$ cat src/design/grdda_pkg.sv
package grdda_pkg;

    localparam int MAP_SIZE  = 32;
    localparam int MAP_BITS  = 5;
    localparam int MAP_CELLS = MAP_SIZE * MAP_SIZE;
    localparam int TEX_BITS  = 6;
    localparam int MAX_STEPS = 64;
    localparam int STEP_BITS = 7;
    localparam logic [25:0] PERP_MAX = 26'h3FFFFFF;

    localparam logic KIND_WRITE = 1'b0;
    localparam logic KIND_CAST  = 1'b1;

    localparam logic CFG_PASSABLE = 1'b0;
    localparam logic CFG_MIN_DIST = 1'b1;

    typedef struct packed {
        logic       start;
        logic       neg;
        logic [47:0] num;
        logic [17:0] den;
    } t_div_req;

    typedef struct packed {
        logic        busy;
        logic        done;
        logic [47:0] quot;
    } t_div_rsp;

endpackage

$ cat src/design/grdda_div.sv
module grdda_div (
    input  logic               i_clk,
    input  logic               i_rst_n,
    input  grdda_pkg::t_div_req i_req,
    output grdda_pkg::t_div_rsp o_rsp
);

    logic [5:0]  r_cnt, n_cnt;
    logic        r_busy, n_busy;
    logic        r_done, n_done;
    logic [47:0] r_q, n_q;
    logic [17:0] r_rem, n_rem;
    logic [17:0] r_den, n_den;
    logic [18:0] w_trial;

    assign w_trial = {r_rem, r_q[47]} - {1'b0, r_den};

    always_comb begin
        n_cnt  = r_cnt;
        n_busy = r_busy;
        n_done = 1'b0;
        n_q    = r_q;
        n_rem  = r_rem;
        n_den  = r_den;
        if (i_req.start) begin
            n_busy = 1'b1;
            n_cnt  = 6'd0;
            n_q    = i_req.num;
            n_rem  = 18'd0;
            n_den  = i_req.den;
        end else if (r_busy) begin
            if (!w_trial[18]) begin
                n_rem = w_trial[17:0];
                n_q   = {r_q[46:0], 1'b1};
            end else begin
                n_rem = {r_rem[16:0], r_q[47]};
                n_q   = {r_q[46:0], 1'b0};
            end
            n_cnt = r_cnt + 6'd1;
            if (r_cnt == 6'd47) begin
                n_busy = 1'b0;
                n_done = 1'b1;
            end
        end
    end

    always_ff @(posedge i_clk) begin
        if (!i_rst_n) begin
            r_busy <= 1'b0;
            r_done <= 1'b0;
            r_cnt  <= 6'd0;
        end else begin
            r_busy <= n_busy;
            r_done <= n_done;
            r_cnt  <= n_cnt;
        end
        r_q   <= n_q;
        r_rem <= n_rem;
        r_den <= n_den;
    end

    assign o_rsp.busy = r_busy;
    assign o_rsp.done = r_done;
    assign o_rsp.quot = r_q;

endmodule

$ cat config.mk
export PLATFORM = sky130hd
export DESIGN_NAME = grdda_div
export DESIGN_NICKNAME = d
export VERILOG_FILES = /design/src/design/grdda_pkg.sv /design/src/design/grdda_div.sv
export SDC_FILE = /design/constraint.sdc
export NUM_CORES = 1
export LEC_CHECK = 0
export BUFFER_PORTS_ARGS = -buffer_cell sky130_fd_sc_hd__buf_2
export CELL_PAD_IN_SITES_DETAIL_PLACEMENT = 1
export CELL_PAD_IN_SITES_GLOBAL_PLACEMENT = 1
export CORE_MARGIN = 5
export CORE_UTILIZATION = 30
export DETAILED_ROUTE_END_ITERATION = 10
export GPL_ROUTABILITY_DRIVEN = 0
export HOLD_SLACK_MARGIN = 0.06
export PLACE_DENSITY = 0.66
export SETUP_SLACK_MARGIN = 0.15
export SYNTH_ARGS = -nofsm -noshare
export SYNTH_HDL_FRONTEND = slang
export SYNTH_SLANG_ARGS = --single-unit
$ cat constraint.sdc
create_clock -name i_clk -period 2.5 [get_ports i_clk]
set_input_delay 0.25 -clock i_clk [delete_from_list [all_inputs] [get_ports i_clk]]
set_output_delay 0.25 -clock i_clk [all_outputs]
set_load 0.01 [all_outputs]
==> results of run 1 <==
per-stage QoR:
| stage | instances | setup WS (ns) | hold slack, ns | power [mW] |
|---|---|---|---|---|
| 5_1_grt | 752 | -0.210 | 0.0606 | 4.61 |
| 2_1_floorplan | 393 | -0.104 | 0.349 | 2.52 |
| 6_report | 752 | -0.0342 | 0.0760 | 4.38 |
| 3_3_place_gp | 724 | -0.0679 | 0.430 | 2.81 |
| 4_1_cts | 749 | -0.149 | 0.0601 | 4.41 |
| 3_5_place_dp | 724 | -0.126 | 0.429 | 2.83 |
what timing repair did:
action	4_1_cts	5_1_grt
hold buffers	6	0
pin swaps	20	12
resized for setup	9	12
hold endpoints to repair	6	0
setup endpoints to repair	19	19
buffers inserted	3	3
sequential cells by signal, summed over array words and instances (netlist names):
signal	cells
r_busy	1
r_cnt	6
r_den	18
r_done	1
r_q	48
r_rem	18
routing by layer:
metal / wire [um] / up-vias / global-route usage
li1: - / 1721 / -
met1: 5250 / 1671 / 0.162
met2: 5720 / 97 / 0.218
met3: 1070 / 9 / 0.0681
met4: 78 / 2 / 0.0325
met5: 13 / - / 0
worst reg2reg max path: stages, from the launching register on:
cell	delay, ns
sky130_fd_sc_hd__edfxtp_1	0.40
sky130_fd_sc_hd__inv_2	0.09
sky130_fd_sc_hd__ha_4	0.13
sky130_fd_sc_hd__inv_2	0.04
sky130_fd_sc_hd__fa_2	0.34
sky130_fd_sc_hd__a21oi_2	0.18
sky130_fd_sc_hd__o21ai_2	0.11
sky130_fd_sc_hd__a311oi_4	0.28
sky130_fd_sc_hd__o21ai_4	0.12
sky130_fd_sc_hd__xnor2_4	0.23
sky130_fd_sc_hd__buf_6	0.18
sky130_fd_sc_hd__mux2i_2	0.22
sky130_fd_sc_hd__a211oi_2	0.08
Yosys cell counts, drive strengths merged:
master / instances / area (um^2)
edfxtp: 66 / 1980
mux2: 48 / 541
nor2: 28 / 105
dfxtp: 26 / 521
nand2: 25 / 93.8
inv: 24 / 90.1
a21oi: 23 / 119
ha: 19 / 238
o21ai: 15 / 93.9
mux2i: 13 / 130
a211oi: 11 / 82.6
clkbuf: 10 / 77.6
xnor2: 10 / 114
buf: 8 / 76.3
xor2: 8 / 70.1
nand3: 7 / 35.0
and3: 5 / 41.3
nor2b: 5 / 31.3
nor3: 5 / 25.0
a2bb2oi: 3 / 26.3
nand4: 3 / 18.8
o31a: 3 / 26.3
a211o: 2 / 17.5
a21boi: 2 / 15.0
a21o: 2 / 15.0
and2: 2 / 13.8
nand4b: 2 / 17.5
o21a: 2 / 15.0
o31ai: 2 / 20.0
a2111oi: 1 / 8.76
a311oi: 1 / 26.3
a31oi: 1 / 6.26
and3b: 1 / 8.76
fa: 1 / 20.0
nand2b: 1 / 6.26
o2111a: 1 / 11.3
o2111ai: 1 / 8.76
o21ba: 1 / 10.0
o21bai: 1 / 7.51
o221ai: 1 / 8.76
o22ai: 1 / 6.26
or3: 1 / 6.26
or4: 1 / 7.51
power by group:
group          total, mW  switching (mW)  internal, mW
Clock               1.51           0.628         0.884
Sequential          1.88          0.0822          1.80
Combinational      0.987           0.501         0.486
cells by family (layout without fill, tap and decap cells):
| group | count (synthesis) | count (layout) | share of synthesized area |
|---|---|---|---|
| flops | 92 | 92 | 0.522 |
| simple gates | 86 | 86 | 0.0856 |
| compound gates | 74 | 74 | 0.109 |
| mux | 61 | 61 | 0.140 |
| buf+inv | 42 | 185 | 0.0509 |
| fa+ha+maj | 20 | 20 | 0.0538 |
| xor+xnor | 18 | 18 | 0.0384 |
how the worst max path moves through the flow:
stage,slack (ns),from,endpoint
after global placement,-0.07,r_q[47],r_q[0]
final,-0.03,r_q[47],r_rem[14]
after CTS,-0.15,r_q[47],r_rem[4]
after floorplan,-0.10,r_q[47],r_q[0]
after detailed placement,-0.13,r_q[47],r_rem[14]
after global routing,-0.21,r_q[47],r_rem[14]
layout make-up:
type,instances,area share
multi-input cells,259,0.345
clock buffers,9,0.0365
flip-flops and latches,92,0.405
repair buffers,145,0.139
well taps,216,0.0438
inverters,24,0.0146
clock inverters,7,0.0158
cell usage in the layout (no fill, tap or decap), types with 3 or more instances in the layout:
cell type | synthesis | layout
sky130_fd_sc_hd__mux2i_2 | 0 | 3
sky130_fd_sc_hd__buf_12 | 1 | 3
sky130_fd_sc_hd__nand3_1 | 7 | 7
sky130_fd_sc_hd__a21oi_2 | 1 | 3
sky130_fd_sc_hd__xor2_1 | 8 | 8
sky130_fd_sc_hd__a21oi_1 | 22 | 20
sky130_fd_sc_hd__nand4_1 | 3 | 3
sky130_fd_sc_hd__ha_1 | 19 | 18
sky130_fd_sc_hd__buf_2 | 0 | 117
sky130_fd_sc_hd__edfxtp_1 | 66 | 66
sky130_fd_sc_hd__inv_1 | 24 | 22
sky130_fd_sc_hd__mux2i_1 | 13 | 10
sky130_fd_sc_hd__nor2b_1 | 5 | 5
sky130_fd_sc_hd__buf_4 | 2 | 17
sky130_fd_sc_hd__clkbuf_16 | 0 | 9
sky130_fd_sc_hd__and3_1 | 3 | 3
sky130_fd_sc_hd__nor2_1 | 28 | 28
sky130_fd_sc_hd__xnor2_1 | 8 | 8
sky130_fd_sc_hd__nand2_1 | 25 | 23
sky130_fd_sc_hd__o21ai_0 | 10 | 10
sky130_fd_sc_hd__a211oi_2 | 0 | 3
sky130_fd_sc_hd__dlygate4sd3_1 | 0 | 6
sky130_fd_sc_hd__mux2_2 | 48 | 47
sky130_fd_sc_hd__dfxtp_1 | 26 | 26
sky130_fd_sc_hd__a211oi_1 | 11 | 8
sky130_fd_sc_hd__o31a_1 | 3 | 3
sky130_fd_sc_hd__nor3_1 | 5 | 5
==> results.txt, run 1 <==
----------------------------------------------------
[STA]
  Max frequency ... slightly below 400 MHz
  Min setup slack post-route ... -0.0342 ns
  Final Max Slew Viols ... 0
  Final period utilization ... 1.01
  Final setup violation count ... 14
  Min cycle time layout ... between 2 and 3 ns
  Worst slew margin relative to its limit ... 0.636
  Unrepaired setup endpoints after global routing ... yes
  Clock Skews ... between 0.01 and 0.015 ns
  Count of endpoints failing hold in the final timing report ... 0
  Transition time at the pin with the least slew margin ... ~0.54 ns
  Final sum of negative setup slack ... -0.248 ns

[Drt]
  Wire length reported by the detailed router ... 12,100 um
  Mean number of vias per cell ... 4.65
  Detailed Routing Iterations Pass 1 ... 4
  Vias ... about 3,500
  Remaining number of nets flagged by the antenna check after routing ... 0
  Drt initial violations ... 95
  DRC violations left ... 0
  Avg WL per Cell ... 16.1 um

[Finish]
  # diodes ... 0
  Filler Cell Count ... between 1,500 and 2,000
  Post-route cell area ... 6170 um^2
  Syn-to-layout area delta ... 28.8%
  FF+latch area ... around 2500 um^2
  Final core utilization ... 0.392
  Layout net count ... around 620
  Area occupied by multi-input gates ... ~2100 um^2
  Layout cell share with drive strength beyond 1 ... 0.435

[Clock network]
  Clock tree root buffer cell ... sky130_fd_sc_hd__clkbuf_16
  Insertion delay of the later-clocked pin in the worst-skew pair ... 0.35 ns
  H-Tree Depth ... 3
  Number of buffers on the longest clock path ... 2
  Clock-pin slew reported for the worst setup and hold paths after clock tree synthesis ... around 0.07 ns
  TritonCTS Buffers ... 9
  Number of sinks handled by clock tree synthesis ... about 90
  CTS tree ... built

[Setup path]
  Crit path buf inv count ... 3
  Critical path start-end classification ... flip-flop to flip-flop
  Origin of the critical flop-to-flop path ... r_q[47]
  Critical path data required time ... 2.72 ns
  Launching element type of the critical path ... flip-flop
  Highest-delay cell along the critical path ... sky130_fd_sc_hd__edfxtp_1
  Top fanout value on the critical path ... 7
  Arrival time at the worst endpoint ... between 2 and 3 ns
  Cell mode on critical path ... sky130_fd_sc_hd__inv_2
  Nature of the critical path endpoint ... flip-flop
  Register-to-Register Path Depth ... 12
  Worst flop-to-flop path endpoint ... r_rem[14]
  Largest stage delay, worst path ... 0.40 ns
  FF-to-FF setup slack ... -0.03 ns
  Cells traversed along the worst timing path ... inv_2, ha_4, inv_2, fa_2, a21oi_2, o21ai_2, a311oi_4, o21ai_4, xnor2_4, buf_6, mux2i_2, a211oi_2
  Number of gates on the worst path with buffers counted ... 12
  Largest delay contributor family on the critical path ... compound AO/OA/AOI/OAI gates

[Global route]
  Maximum number of pins on one net before global-route repair ... between 40 and 50
  Number of global-route vias before repair ... 3,931
  Antenna violations before repair ... 1
  All-Layer GR Usage ... 0.135
  Global-route congestion overflow total ... 0
  Wire length of the first global-routing pass ... about 20,000 um

[Run]
  Max-Cap Viols ... 0

[Synthesis]
  Average instance area after synthesis ... between 10 and 15 um^2
  Area of the mapped netlist ... roughly 4800 um^2
  Post-Synthesis Net Count ... between 400 and 500
  Gate count after technology mapping ... ~390
  Number of storage elements in the synthesis netlist ... a little over 90
  Cell variety after synth ... 56
  Synth Warn # ... 0
  Sequential share of the synthesized area ... 0.522

[Hold path]
  Type of the worst min-delay path ... input pin to flip-flop
  Worst hold path depth ... 1
  Min-delay src ... i_req[14]
  End point of the most critical hold path ... r_den[14]

[Power]
  Leakage power total ... approximately 2.5 nW
  Power density over the cells ... just over 700 nW/um^2
  Peak supply drop ... around 0.43 mV

[Place]
  Total cell area at the placement stage ... between 5000 and 6000 um^2
  Count of buffers from port buffering ... 118
  Hpwl dp ... approximately 9000 um

[Outcome]
  Violated checks ... negative setup slack
  Run status ... finished, violations left

[Die]
  Standard-cell row count ... 46
  Initial core utilization ... 0.304
  Vert. Die Dim ... 136 um
  Top-level port count ... 120
  Die area ... 18,600 um^2
  Placeable core region ... 15,800 um^2
  Die span in x ... 136 um

----------------------------------------------------
No activity file was read; power rests on OpenSTA's default activity.
==> run 2, diff against run 1 <==
Settings changed: CORE_UTILIZATION 30 to 38, PLACE_DENSITY 0.66 to 0.79, RECOVER_POWER from default to 25.
==> results.txt, run 2 (same netlist as run 1, synthesis figures left out) <==
----------------------------------------------------
[Power]
  Switching Fraction ... 0.289 (was 0.276)
  Leakage power total ... 2.53 nW (was 2.52 nW)
  Logic gate share of total power ... 0.256 (was 0.225)
  Net Switching ... 1.24 mW (was 1.21 mW)
  Peak supply drop ... 0.353 mV (was 0.427 mV)
  Share of power burned in registers ... 0.439 (was 0.430)
  Power density over the cells ... 695 nW/um^2 (was 710 nW/um^2)
  Portion of total power attributed to the clock network ... 0.305 (was 0.345)
  Internal power ... 3.05 mW (was 3.17 mW)

[Global route]
  Wire length of the first global-routing pass ... 20,400 um (was 19,800 um)
  All-Layer GR Usage ... 0.175 (was 0.135)
  Global-route congestion overflow total ... 0 (unchanged)
  Antenna violations before repair ... 1 (unchanged)
  Number of global-route vias before repair ... 4,012 (was 3,931)
  Maximum number of pins on one net before global-route repair ... 38 (was 49)

[Finish]
  Layout net count ... 625 (was 621)
  # diodes ... 0 (unchanged)
  Final core utilization ... 0.494 (was 0.392)
  Syn-to-layout area delta ... 29.1% (was 28.8%)
  Filler Cell Count ... 1,412 (was 1,750)
  Max reg flops ... 48 (unchanged)
  Highest-count cells in the layout ignoring fill and taps ... 116 x sky130_fd_sc_hd__buf_2, 66 x sky130_fd_sc_hd__edfxtp_1, 47 x sky130_fd_sc_hd__mux2_2 (was 117 x sky130_fd_sc_hd__buf_2, 66 x sky130_fd_sc_hd__edfxtp_1, 47 x sky130_fd_sc_hd__mux2_2)
  Register ranked first by flip-flop count ... r_q (unchanged)
  Leading registers by flop count ... r_q (48), r_den (18), r_rem (18) (unchanged)
  Leading cell type in the layout, fill and taps excluded ... sky130_fd_sc_hd__buf_2 (unchanged)
  Layout cell share with drive strength beyond 1 ... 0.441 (was 0.435)

[Setup path]
  Capture point of the critical path ... r_q[0] (was r_rem[14])
  Largest stage delay, worst path ... 0.40 ns (about the same)
  Nature of the critical path endpoint ... flip-flop (unchanged)
  Arrival time at the worst endpoint ... 2.81 ns (was 2.76 ns)
  FF-to-FF setup slack ... -0.21 ns (was -0.03 ns)
  Highest-delay cell along the critical path ... sky130_fd_sc_hd__edfxtp_1 (unchanged)
  Critical path data required time ... 2.60 ns (was 2.72 ns)
  Critical path start-end classification ... flip-flop to flip-flop (unchanged)
  CP Launch Point ... r_q[47] (unchanged)
  Top fanout value on the critical path ... 4 (was 7)
  Origin of the critical flop-to-flop path ... r_q[47] (unchanged)
  Launching element type of the critical path ... flip-flop (unchanged)
  Register-to-Register Path Depth ... 12 (unchanged)
  Cells traversed along the worst timing path ... inv_2, ha_4, inv_2, fa_2, a21oi_4, o21ai_4, a311oi_4, o21ai_4, xnor2_4, buf_12, clkbuf_16, mux2_4 (was inv_2, ha_4, inv_2, fa_2, a21oi_2, o21ai_2, a311oi_4, o21ai_4, xnor2_4, buf_6, mux2i_2, a211oi_2)
  Worst flop-to-flop path endpoint ... r_q[0] (was r_rem[14])

[Drt]
  Wire length reported by the detailed router ... 12,800 um (was 12,100 um)
  Remaining number of nets flagged by the antenna check after routing ... 0 (unchanged)
  Detailed Routing Iterations Pass 1 ... 4 (unchanged)
  Vias ... 3,624 (was 3,500)
  DRC violations left ... 0 (unchanged)
  Mean number of vias per cell ... 5.09 (was 4.65)
  Avg WL per Cell ... 18.0 um (was 16.1 um)
  Drt initial violations ... 104 (was 95)

[Place]
  Count of buffers from port buffering ... 118 (unchanged)
  Hpwl dp ... 9130 um (was 8970 um)

[STA]
  Count of endpoints failing hold in the final timing report ... 0 (unchanged)
  Clock Skews ... 0.00610 ns (was 0.0106 ns)
  Final period utilization ... 1.08 (was 1.01)
  Transition time at the pin with the least slew margin ... 0.565 ns (was 0.545 ns)
  Unrepaired setup endpoints after global routing ... yes (unchanged)
  Min cycle time layout ... 2.71 ns (was 2.53 ns)
  Worst hold slack ... 0.0747 ns (was 0.0760 ns)
  Min setup slack post-route ... -0.205 ns (was -0.0342 ns)
  Final Max Slew Viols ... 0 (unchanged)
  Max frequency ... 370 MHz (was 395 MHz)
  Final setup violation count ... 19 (was 14)
  Worst slew margin relative to its limit ... 0.622 (was 0.636)

[Clock network]
  Insertion delay of the later-clocked pin in the worst-skew pair ... 0.35 ns (about the same)
  H-Tree Depth ... 3 (unchanged)
  Clock-pin slew reported for the worst setup and hold paths after clock tree synthesis ... 0.07 ns (about the same)
  Number of buffers on the longest clock path ... 2 (unchanged)
  Number of sinks handled by clock tree synthesis ... 92 (unchanged)
  Clock tree root buffer cell ... sky130_fd_sc_hd__clkbuf_16 (unchanged)
  TritonCTS Buffers ... 9 (unchanged)
  CTS tree ... built (unchanged)

[Die]
  Vert. Die Dim ... 122 um (was 136 um)
  Placeable core region ... 12,500 um^2 (was 15,800 um^2)
  Top-level port count ... 120 (unchanged)
  Initial core utilization ... 0.383 (was 0.304)
  Die span in x ... 122 um (was 136 um)
  Standard-cell row count ... 41 (was 46)
  Die area ... 15,000 um^2 (was 18,600 um^2)

[Hold path]
  Type of the worst min-delay path ... input pin to flip-flop (unchanged)

[Outcome]
  Violated checks ... negative setup slack (unchanged)
  Run status ... finished, violations left (unchanged)

[Run]
  Max-Cap Viols ... 0 (unchanged)

----------------------------------------------------
[run 2: cell count changes in the layout (fill, tap and decap cells not counted), moves of 2 or more]
cell                        previous run  this run
sky130_fd_sc_hd__bufinv_16             2         0
sky130_fd_sc_hd__mux2i_4               0         2
sky130_fd_sc_hd__buf_4                17        20
sky130_fd_sc_hd__clkbuf_16             9        11
[run 2: worst min path at each step]
stage	start	endpoint	slack, ns	cells after the start
final	i_req[14]	r_den[14]	0.07	1
after global routing	i_req[8]	r_den[8]	0.06	1
after global placement	i_req[6]	r_den[6]	0.43	1
after CTS	i_req[7]	r_den[7]	0.06	1
after floorplan	i_req[0]	r_den[0]	0.35	0
after detailed placement	i_req[5]	r_den[5]	0.43	1
[run 2: per-stage QoR]
stage          cell area (um^2)  power (mW)  setup WS, ns  TNS [ns]  instances
2_1_floorplan              4800        2.52        -0.104    -0.599        393
3_3_place_gp               5610        2.80       -0.0747    -0.411        684
3_5_place_dp               5610        2.84        -0.162     -1.17        684
4_1_cts                    5990        4.20        -0.148     -1.85        706
5_1_grt                    6190        4.52        -0.298     -4.70        712
6_report                   6190        4.30        -0.205     -2.36        712
[run 2: what timing repair did]
item,4_1_cts,5_1_grt
gates cloned,0,2
gates resized for setup,9,20
endpoints found under the hold margin,5,0
pin swaps,9,15
setup buffers,1,4
setup endpoints to repair,19,19
hold buffers,5,0
[run 2: routing by layer]
layer / track usage / wire (um) / vias to the layer above
met5: 0 / 20 / -
met4: 0.0644 / 254 / 2
met3: 0.0751 / 1000 / 20
met2: 0.290 / 6150 / 104
met1: 0.202 / 5360 / 1771
li1: - / - / 1727
[run 2: power by group through the flow]
stage	clock [mW]	combinational [mW]	sequential, mW
2_1_floorplan	0	0.582	1.94
3_3_place_gp	0	0.892	1.91
3_5_place_dp	0	0.930	1.91
4_1_cts	1.35	0.963	1.89
5_1_grt	1.42	1.20	1.90
6_report	1.31	1.10	1.89
[run 2: area by class of cell]
type / instances / area [um^2] / area share
clock buffer: 10 / 239 / 0.0386
clock inverter: 6 / 46.3 / 0.00748
inverter: 24 / 90.1 / 0.0146
multi-input combinational: 259 / 2180 / 0.353
sequential: 92 / 2500 / 0.405
tap: 172 / 215 / 0.0348
timing repair buffer: 149 / 912 / 0.147
[run 2: worst max-delay path: cells and delay by family, from the launching register on]
family	cells	cell delay (ns)
xor gates and xnor gates	1	0.16
AOI/OAI and AO/OA	4	0.70
DFF	1	0.40
muxes	1	0.25
adders and majority gates	2	0.51
buffers and inverters	4	0.43
==> run 3, diff against run 2 <==
Settings changed: CORE_UTILIZATION 38 to 39, CTS_BUF_LIST from default to sky130_fd_sc_hd__clkbuf_4, PLACE_DENSITY 0.79 to 0.81.
==> results.txt, run 3 (same netlist as run 1, synthesis figures left out) <==
----------------------------------------------------
[Outcome]
  Run status ... finished, violations left (unchanged)
  Violated checks ... negative setup slack (unchanged)

[Finish]
  Post-route cell area ... 6280 um^2 (was 6190 um^2)
  # diodes ... 0 (unchanged)
  Leading cell type in the layout, fill and taps excluded ... sky130_fd_sc_hd__buf_2 (unchanged)
  Max reg flops ... 48 (unchanged)
  Layout cell share with drive strength beyond 1 ... 0.388 (was 0.441)
  Leading registers by flop count ... r_q (48), r_den (18), r_rem (18) (unchanged)
  Highest-count cells in the layout ignoring fill and taps ... 113 x sky130_fd_sc_hd__buf_2, 66 x sky130_fd_sc_hd__edfxtp_1, 47 x sky130_fd_sc_hd__mux2_2 (was 116 x sky130_fd_sc_hd__buf_2, 66 x sky130_fd_sc_hd__edfxtp_1, 47 x sky130_fd_sc_hd__mux2_2)
  Register ranked first by flip-flop count ... r_q (unchanged)
  Syn-to-layout area delta ... 31.1% (was 29.1%)
  Layout net count ... 667 (was 625)

[Global route]
  Number of global-route vias before repair ... 4,236 (was 4,012)
  Antenna violations before repair ... 2 (was 1)
  Global-route congestion overflow total ... 0 (unchanged)
  All-Layer GR Usage ... 0.207 (was 0.175)
  Wire length of the first global-routing pass ... 23,400 um (was 20,400 um)
  Maximum number of pins on one net before global-route repair ... 49 (was 38)

[Die]
  Initial core utilization ... 0.399 (was 0.383)
  Placeable core region ... 12,000 um^2 (was 12,500 um^2)
  Die span in x ... 121 um (was 122 um)
  Die area ... 14,600 um^2 (was 15,000 um^2)
  Vert. Die Dim ... 121 um (was 122 um)
  Top-level port count ... 120 (unchanged)
  Standard-cell row count ... 40 (was 41)

[Drt]
  Met2 wire len ... 7770 um (was 6150 um)
  Top layer in use ... met5 (unchanged)
  Met1 WL ... 6000 um (was 5360 um)
  Drt initial violations ... 235 (was 104)
  Detailed Routing Iterations Pass 1 ... 4 (unchanged)
  Wire length reported by the detailed router ... 15,500 um (was 12,800 um)
  DRC violations left ... 0 (unchanged)
  Met3 Routed Length ... 1310 um (was 1000 um)
  Remaining number of nets flagged by the antenna check after routing ... 0 (unchanged)
  Mean number of vias per cell ... 5.37 (was 5.09)
  Avg WL per Cell ... 21.3 um (was 18.0 um)
  Vias ... 3,917 (was 3,624)

[Setup path]
  Top fanout value on the critical path ... 8 (was 4)
  Launching element type of the critical path ... flip-flop (unchanged)
  Cells traversed along the worst timing path ... inv_2, ha_4, inv_2, fa_2, a21oi_4, o21ai_4, a311oi_4, o21ai_4, xnor2_4, buf_8, mux2i_4, a211oi_2 (was inv_2, ha_4, inv_2, fa_2, a21oi_4, o21ai_4, a311oi_4, o21ai_4, xnor2_4, buf_12, clkbuf_16, mux2_4)
  Critical path data required time ... 2.84 ns (was 2.60 ns)
  Register-to-Register Path Depth ... 12 (unchanged)
  Origin of the critical flop-to-flop path ... r_q[47] (unchanged)
  FF-to-FF setup slack ... -0.26 ns (was -0.21 ns)
  Crit path buf inv count ... 3 (was 4)
  Arrival time at the worst endpoint ... 3.10 ns (was 2.81 ns)
  Critical path start-end classification ... flip-flop to flip-flop (unchanged)
  Largest stage delay, worst path ... 0.45 ns (was 0.40 ns)
  Worst flop-to-flop path endpoint ... r_rem[12] (was r_q[0])
  Largest delay contributor family on the critical path ... compound AO/OA/AOI/OAI gates (unchanged)
  Highest-delay cell along the critical path ... sky130_fd_sc_hd__edfxtp_1 (unchanged)
  Nature of the critical path endpoint ... flip-flop (unchanged)

[Clock network]
  TritonCTS Buffers ... 9 (unchanged)
  Number of sinks handled by clock tree synthesis ... 92 (unchanged)
  CTS tree ... built (unchanged)
  Number of buffers on the longest clock path ... 2 (unchanged)
  Clock tree root buffer cell ... sky130_fd_sc_hd__clkbuf_4 (was sky130_fd_sc_hd__clkbuf_16)
  H-Tree Depth ... 3 (unchanged)
  Clock-pin slew reported for the worst setup and hold paths after clock tree synthesis ... 0.17 ns (was 0.07 ns)
  Insertion delay of the later-clocked pin in the worst-skew pair ... 0.48 ns (was 0.35 ns)

[Hold path]
  Min-delay src ... i_req[18] (was i_req[14])
  Worst hold path depth ... 2 (was 1)
  End point of the most critical hold path ... r_q[0] (was r_den[14])
  Type of the worst min-delay path ... input pin to flip-flop (unchanged)

[Place]
  Total cell area at the placement stage ... 5570 um^2 (was 5610 um^2)
  Worst setup timing slack at the placement stage ... -0.149 ns (was -0.162 ns)
  Count of buffers from port buffering ... 118 (unchanged)
  Hpwl dp ... 9250 um (was 9130 um)

[STA]
  Unrepaired setup endpoints after global routing ... yes (unchanged)
  Count of endpoints failing hold in the final timing report ... 0 (unchanged)
  Final period utilization ... 1.10 (was 1.08)
  Min cycle time layout ... 2.76 ns (was 2.71 ns)
  Min setup slack post-route ... -0.257 ns (was -0.205 ns)
  Final Max Slew Viols ... 0 (unchanged)
  Worst hold slack ... 0.0813 ns (was 0.0747 ns)
  Transition time at the pin with the least slew margin ... 0.646 ns (was 0.565 ns)
  Max frequency ... 363 MHz (was 370 MHz)
  Clock Skews ... 0.0348 ns (was 0.00610 ns)
  Final setup violation count ... 19 (unchanged)
  Worst slew margin relative to its limit ... 0.569 (was 0.622)

[Power]
  Post-route total power ... 3.78 mW (was 4.30 mW)
  Peak supply drop ... 0.360 mV (was 0.353 mV)
  Leakage power total ... 2.59 nW (was 2.53 nW)
  Power density over the cells ... 602 nW/um^2 (was 695 nW/um^2)

[Run]
  Max-Cap Viols ... 0 (unchanged)

----------------------------------------------------
run 3: worst max-delay path by stage:
stage,cells after the start,start,end,slack (ns)
3_3_place_gp,12,r_q[47],r_rem[12],-0.06
5_1_grt,12,r_q[47],r_rem[0],-0.33
6_report,12,r_q[47],r_rem[12],-0.26
3_5_place_dp,12,r_q[47],r_rem[12],-0.15
4_1_cts,12,r_q[47],r_rem[12],-0.14
2_1_floorplan,11,r_q[47],r_q[0],-0.10
run 3: through the flow:
stage / utilization / TNS [ns] / instances
global placement: 0.463 / -0.405 / 657
CTS: 0.512 / -1.45 / 720
finish: 0.523 / -3.84 / 729
detailed placement: 0.463 / -1.51 / 657
global route: 0.523 / -5.29 / 729
floorplan: - / -0.599 / 393
run 3: worst register-to-register path, cell delays in order, from the launching register on:
cell and delay (ns):
sky130_fd_sc_hd__edfxtp_1 0.45, sky130_fd_sc_hd__inv_2 0.11, sky130_fd_sc_hd__ha_4 0.14, sky130_fd_sc_hd__inv_2 0.04, sky130_fd_sc_hd__fa_2 0.39, sky130_fd_sc_hd__a21oi_4 0.18
sky130_fd_sc_hd__o21ai_4 0.08, sky130_fd_sc_hd__a311oi_4 0.34, sky130_fd_sc_hd__o21ai_4 0.13, sky130_fd_sc_hd__xnor2_4 0.26, sky130_fd_sc_hd__buf_8 0.19, sky130_fd_sc_hd__mux2i_4 0.24
sky130_fd_sc_hd__a211oi_2 0.08
run 3: layout make-up:
| class | count | area, um^2 |
|---|---|---|
| clock inverter | 7 | 41.3 |
| fill | 1305 | 5730 |
| timing repair buffer | 191 | 1270 |
| tap | 147 | 184 |
| clock buffer | 9 | 67.6 |
| inverter | 24 | 90.1 |
| sequential | 92 | 2500 |
| multi-input combinational | 259 | 2120 |
run 3: report_power, final:
group	switching, mW	total [mW]	internal, mW
sequential	0.102	1.90	1.80
combinational	0.566	1.10	0.539
clock	0.571	0.772	0.201
run 3: per-layer routing:
| layer | global-route usage | vias to the layer above |
|---|---|---|
| met2 | 0.361 | 163 |
| met1 | 0.235 | 1911 |
| met4 | 0.0779 | 4 |
| met3 | 0.0685 | 34 |
| met5 | 0 | - |
| li1 | - | 1805 |
run 3: what timing repair did:
action	in CTS	in global routing
hold endpoints to repair	45	4
endpoints found under the setup margin	19	19
setup buffers	5	5
pin swaps	8	10
hold buffers	42	4
resized for setup	6	11
